==> src/rtl/ctq_pkg.sv <==
// Shared types and constants for the congruence transform block.
`default_nettype none
package ctq_pkg;
	localparam int unsigned ValW = 32;
	localparam int unsigned ProdW = 64;
	localparam int unsigned AccW = 72;
	typedef enum logic [1:0] {
		FUNC_LOAD_K = 2'd0,
		FUNC_LOAD_Q = 2'd1,
		FUNC_START = 2'd2,
		FUNC_NONE = 2'd3
	} func_t;
	typedef enum logic [3:0] {
		ST_IDLE = 4'b0001,
		ST_TEMP = 4'b0010,
		ST_DOT = 4'b0100,
		ST_OUT = 4'b1000
	} state_t;
	// Cell control, broadcast along the chain.
	typedef struct packed {
		logic clear;
		logic acc_en;
	} cell_ctl_t;

	// Shift right by 16 (floor) and saturate to signed 32 bits.
	function automatic logic [ValW:0] sat_q16(input logic signed [AccW-1:0] a);
		logic signed [AccW-17:0] sh;
		logic [ValW:0] r;
		begin
			sh = a[AccW-1:16];
			if (sh > $signed({{(AccW-48){1'b0}}, 32'h7FFF_FFFF}))
				r = {1'b1, 32'h7FFF_FFFF};
			else if (sh < $signed({{(AccW-48){1'b1}}, 32'h8000_0000}))
				r = {1'b1, 32'h8000_0000};
			else
				r = {1'b0, sh[ValW-1:0]};
			return r;
		end
	endfunction
endpackage
`default_nettype wire

==> src/rtl/ctq_cell.sv <==
// One multiply-accumulate cell of the chain; passes its operand to the neighbor.
`default_nettype none
module ctq_cell (
	input  wire logic                          clk,
	input  wire ctq_pkg::cell_ctl_t            ctl,
	input  wire logic signed [31:0]            a_in,
	input  wire logic signed [31:0]            b,
	output logic signed [31:0]                 a_out,
	output logic signed [ctq_pkg::AccW-1:0]    acc
);
	logic signed [ctq_pkg::ProdW-1:0] prod_q;
	logic                             en_q;
	logic                             clr_q;

	// Hand the operand on to the neighbor.
	assign a_out = a_in;

	// Register the product, then accumulate.
	always_ff @(posedge clk) begin
		prod_q <= a_in * b;
		en_q   <= ctl.acc_en;
		clr_q  <= ctl.clear;
		if (clr_q)
			acc <= '0;
		else if (en_q)
			acc <= acc + {{(ctq_pkg::AccW-ctq_pkg::ProdW){prod_q[ctq_pkg::ProdW-1]}}, prod_q};
	end
endmodule
`default_nettype wire

==> config.mk <==
export PLATFORM = sky130hd
export DESIGN_NAME = ctq_cell
export DESIGN_NICKNAME = d
export VERILOG_FILES = /design/src/rtl/ctq_pkg.sv /design/src/rtl/ctq_cell.sv
export SDC_FILE = /design/constraint.sdc
export NUM_CORES = 2
export LEC_CHECK = 0
export ABC_AREA = 1
export BUFFER_PORTS_ARGS = -buffer_cell sky130_fd_sc_hd__clkbuf_2
export CAP_MARGIN = 20
export CORE_ASPECT_RATIO = 0.75
export CORE_UTILIZATION = 60
export CTS_BUF_LIST = sky130_fd_sc_hd__clkbuf_4 sky130_fd_sc_hd__clkbuf_8
export CTS_CLUSTER_SIZE = 28
export DETAILED_ROUTE_END_ITERATION = 16
export PLACE_DENSITY = 0.81
export SYNTH_ARGS = -nofsm -noshare
export SYNTH_HDL_FRONTEND = slang
export SYNTH_SLANG_ARGS = --single-unit
==> constraint.sdc <==
create_clock -name clk -period 8.25 [get_ports clk]
set_input_delay 1.65 -clock clk [delete_from_list [all_inputs] [get_ports clk]]
set_output_delay 1.65 -clock clk [all_outputs]
set_load 0.005 [all_outputs]
[Yosys cells after proc, flatten, opt, wreduce, memory -nomap -nowiden]
Cells that the tools add are included.
Storage, ports and cells
  bits in registers: 138
  input port bits: 67
  output and inout port bits: 104
Operators by class
  add/sub/neg operators: 1
  multipliers: 1
Operators with widths (count)
  $add 72x72->72: 1
  $mul 32x32->64: 1

[Depth between registers and ports, before layout]
  word-level depth: 1
  mapped depth: 31
  mapped depth without buffers: 30

[Least setup slack after synthesis]
OpenSTA, ideal clock, no wires.
  path kind: in2reg
  start point: input port a_in[31]
  end point: register prod_q[60] in the netlist's numbering
  data arrival time: 8.259 ns
  required time: 8.129 ns
  path slack: -0.130 ns
  cell stages on the path: 26
  buffers on the path: 1
  cells stage by stage: clkbuf_1 -> nand2_1 -> inv_1 -> fa_1 -> inv_1 -> fa_1 -> inv_1 -> fa_1 -> fa_1 -> inv_1 -> fa_1 -> inv_1 -> fa_1 -> inv_1 -> fa_1 -> fa_1 -> inv_1 -> ha_1 -> a21oi_1 -> o21ai_0 -> o21bai_1 -> a21oi_1 -> nand2_1 -> a21oi_1 -> nand2_1 -> xor2_1
Between the ends
  longest elaborated chain between the ends: 1
RTL lines
  from (decl): RTL line ctq_cell.sv:6  | input wire logic signed [31:0] a_in,
  $mul 32x32->64: RTL line ctq_cell.sv:20  | prod_q <= a_in * b;
  to (signal assigned): RTL line ctq_cell.sv:20
  to (decl): RTL line ctq_cell.sv:11  | logic signed [ctq_pkg::ProdW-1:0] prod_q;
Every way passes these cells.
A chain may end at the register's enable or synchronous reset.

[Final worst setup path]
  start point: input port b[2]
  end point: register prod_q[38] in the netlist's numbering
Between the ends
  longest elaborated chain between the ends: 1
RTL lines
  from (decl): RTL line ctq_cell.sv:7  | input wire logic signed [31:0] b,
  $mul 32x32->64: RTL line ctq_cell.sv:20
Every way passes these cells.

==> impl_metrics.env <==
export IMPL_grt_busiest_layer="met2"
export IMPL_crit_path_start_kind="input port"
export IMPL_timing_final_hold_violations=0
export IMPL_max_clock_freq_mhz=125
export IMPL_site_rows=89
export IMPL_postCtsSetupBuffers=0
export IMPL_path_max_fanout=18
export IMPL_insertion_delay_ps=510
export IMPL_synth_seq_area_share_pct=5.74
export IMPL_tritoncts_num_buffers=17
export IMPL_finalSetupViolCount=0
export IMPL_final_seq_area_um2=2770
export IMPL_remaining_drc_errors=5
export IMPL_period_needed_ps=8020
export IMPL_post_synth_inst_count=6414
export IMPL_outcome="complete, but fails checks"
export IMPL_post_route_cells_drive_above_1_share_pct=11.0
export IMPL_finalClockSkew_ps=24.0
export IMPL_floorplan_die_width_um=329
export IMPL_synth_edff_count=0
export IMPL_ctsRootBufferMaster="clkbuf_8"
export IMPL_io_pins=171
export IMPL_total_wirelength_um=148000
export IMPL_synth_distinct_cells=48
export IMPL_grt_util_all_layers_pct=38.1
export IMPL_cp_arrival_ps=8410
export IMPL_total_standard_cell_area_after_synthesis_um2=48100
export IMPL_max_cap_violation_count=0
export IMPL_cts_clk_slew_worst_paths_ps=90
export IMPL_timing_max_slew_rel_slack_pct=30.8
export IMPL_cp_data_required_time_ps=8640
export IMPL_setup_worst_path_class="in -> reg"
export IMPL_clock_tree_buffer_depth=2
export IMPL_violated_checks="design-rule violations"
export IMPL_met2_usage_pct=56.7
export IMPL_dp_hpwl_um=131000
export IMPL_tightestPinTransition_ps=1040
export IMPL_post_drt_via_cell_ratio=5.33
export IMPL_final_weighted_congestion_in_routability_driven_placement=1.07
export IMPL_fp_dieArea_um2=81300
export IMPL_wire_length_of_the_first_global_routing_pass_um=237000
export IMPL_multi_input_area_um2=37300
export IMPL_post_drt_wl_per_cell_um=18.9
export IMPL_synth_seq_cells=138
export IMPL_h_tree_depth=4
export IMPL_asyncSetResetFlopFracSynth_pct=0
export IMPL_drtPass1Iterations=12
export IMPL_clock_sinks=138
export IMPL_detail_route_antenna_nets=0
export IMPL_min_path_type="reg -> reg"
export IMPL_drt_iter0_markers=4269
export IMPL_average_instance_area_after_synthesis_um2=7.50
export IMPL_die_y_um=247
export IMPL_globalRoute_totalOverflow=0
export IMPL_synthesis_nets=7819
export IMPL_nFillCells=6552
export IMPL_initial_core_util_pct=60.9
export IMPL_route_vias_total=41797
export IMPL_met3_usage_in_global_routing_pct=9.34
export IMPL_slew_violations=0
export IMPL_setup_tns_final_ps=0
export IMPL_grt_use_met1_pct=56.0
export IMPL_finalCritPeriodShare_pct=97.2
export IMPL_grt_start_max_net_pins=73
export IMPL_critPathCaptureType="flip-flop"
export IMPL_first_global_vias=42859
export IMPL_cts_tree="yes"
export IMPL_fin_nets=8192
export IMPL_antenna_found_initial=1
export IMPL_synthesis_yosys_warnings=0
export IMPL_ys_flop_type="dfxtp_1"
export IMPL_grt_setup_unrepaired="no"
export IMPL_syn_to_final_growth_pct=11.6
export IMPL_portBuffers=170
export IMPL_core_area_um2=79000
[per-layer routing]
layer | share of wire (%) | vias to the layer above | routed length (um)
li1 | - | 18896 | -
met1 | 43 | 20291 | 63600
met2 | 43 | 2333 | 63400
met3 | 12 | 277 | 17900
met4 | 2.4 | 0 | 3510
met5 | 0 | - | 0
[state kept, by name, indices dropped and copies added, names as in the netlist]
signal / flops
clr_q: 1
acc: 72
en_q: 1
prod_q: 64
[placed cells by master (no fill, tap or decap), types with 4 or more instances in the layout]
cell	Yosys	final
a21o_1	14	14
a21oi_1	180	177
a21oi_2	9	12
a31oi_1	9	8
buf_12	0	61
buf_4	32	370
clkbuf_2	0	168
clkbuf_8	0	17
clkinvlp_4	0	7
dfxtp_1	138	136
fa_1	1083	1080
ha_1	255	254
inv_1	1856	1854
inv_2	8	9
nand2_1	1633	1633
nand2_2	25	25
nand2_4	7	7
nand3_1	128	127
nand3_2	8	9
nand4_1	28	28
nor2_1	435	434
nor2_2	21	22
nor3_1	12	12
nor3_2	4	4
nor4_1	6	5
o21a_1	4	4
o21ai_0	119	119
o21ai_1	17	17
o21ai_2	4	4
o21bai_1	33	33
or2_2	6	6
xnor2_1	22	22
xor2_1	76	76
[metrics by stage]
stage	cells	worst slack [ps]	util [%]	area, um^2	hold WS, ps
global placement	7813	-322	67.4	53200	486
detailed placement	7813	-366	67.4	53200	493
CTS	7844	179	67.9	53600	505
global route	7846	2.12	68.0	53700	522
floorplan	6414	20.5	-	48100	474
finish	7846	231	68.0	53700	508
[timing repair]
action / CTS / global route
setup endpoints to repair: 0 / 20
endpoints found under the hold margin: 0 / 0
resized for setup: 0 / 16
hold buffers: 0 / 0
[cell usage after synthesis (25+ instances only)]
| cell | count | area (um^2) |
|---|---|---|
| buf_4 | 32 | 240 |
| nand4_1 | 28 | 175 |
| inv_1 | 1856 | 6970 |
| dfxtp_1 | 138 | 2760 |
| xor2_1 | 76 | 666 |
| ha_1 | 255 | 3190 |
| o21ai_0 | 119 | 596 |
| nand3_1 | 128 | 641 |
| a21oi_1 | 180 | 901 |
| nor2_1 | 435 | 1630 |
| nand2_2 | 25 | 156 |
| o21bai_1 | 33 | 248 |
| fa_1 | 1083 | 21700 |
| nand2_1 | 1633 | 6130 |
| clkbuf_1 | 215 | 807 |
[critical path, stage by stage]
cell and delay [ps]:
clkbuf_2 100, buf_12 140, buf_4 270, nand2_1 120
fa_1 560, fa_1 450, fa_1 530, fa_1 570
inv_1 60, fa_1 490, fa_1 590, fa_1 450
fa_1 530, ha_1 360, a21oi_1 210, o21ai_0 190
a21oi_1 290, nand3_1 200, nand2_1 110, nand2_2 140
a21oi_1 190, xnor2_1 200
[path summary, 6_finish.rpt]
path,startpoint,endpoint,slack (ps),depth (start not counted)
hold reg to reg,acc[0],acc[0],510,2
setup reg to reg,prod_q[45],acc[50],4980,11
setup / recovery,b[2],prod_q[38],230,22
hold / removal,acc[0],acc[0],510,2
[cell families after synthesis]
| family | synth area share [%] |
|---|---|
| XOR/XNOR | 1.78 |
| buffers and inverters | 16.8 |
| AO/OA/AOI/OAI | 4.74 |
| flip-flops | 5.74 |
| adder cells (fa/ha/maj) | 51.7 |
| AND/OR/NAND/NOR | 19.3 |
[layout make-up]
type                            count  area share [%]
Antenna cell                        1         0.00466
Multi-Input combinational cell   4161            69.6
Tap cell                         1046            2.44
Inverter                         1865            13.0
Clock inverter                     13           0.231
Timing Repair inverter              1          0.0140
Clock buffer                       18           0.450
Sequential cell                   138            5.16
Timing Repair Buffer              603            9.08
Power is not shown: default switching activity piles up to over one toggle a cycle in this logic, so the estimate is an artifact.
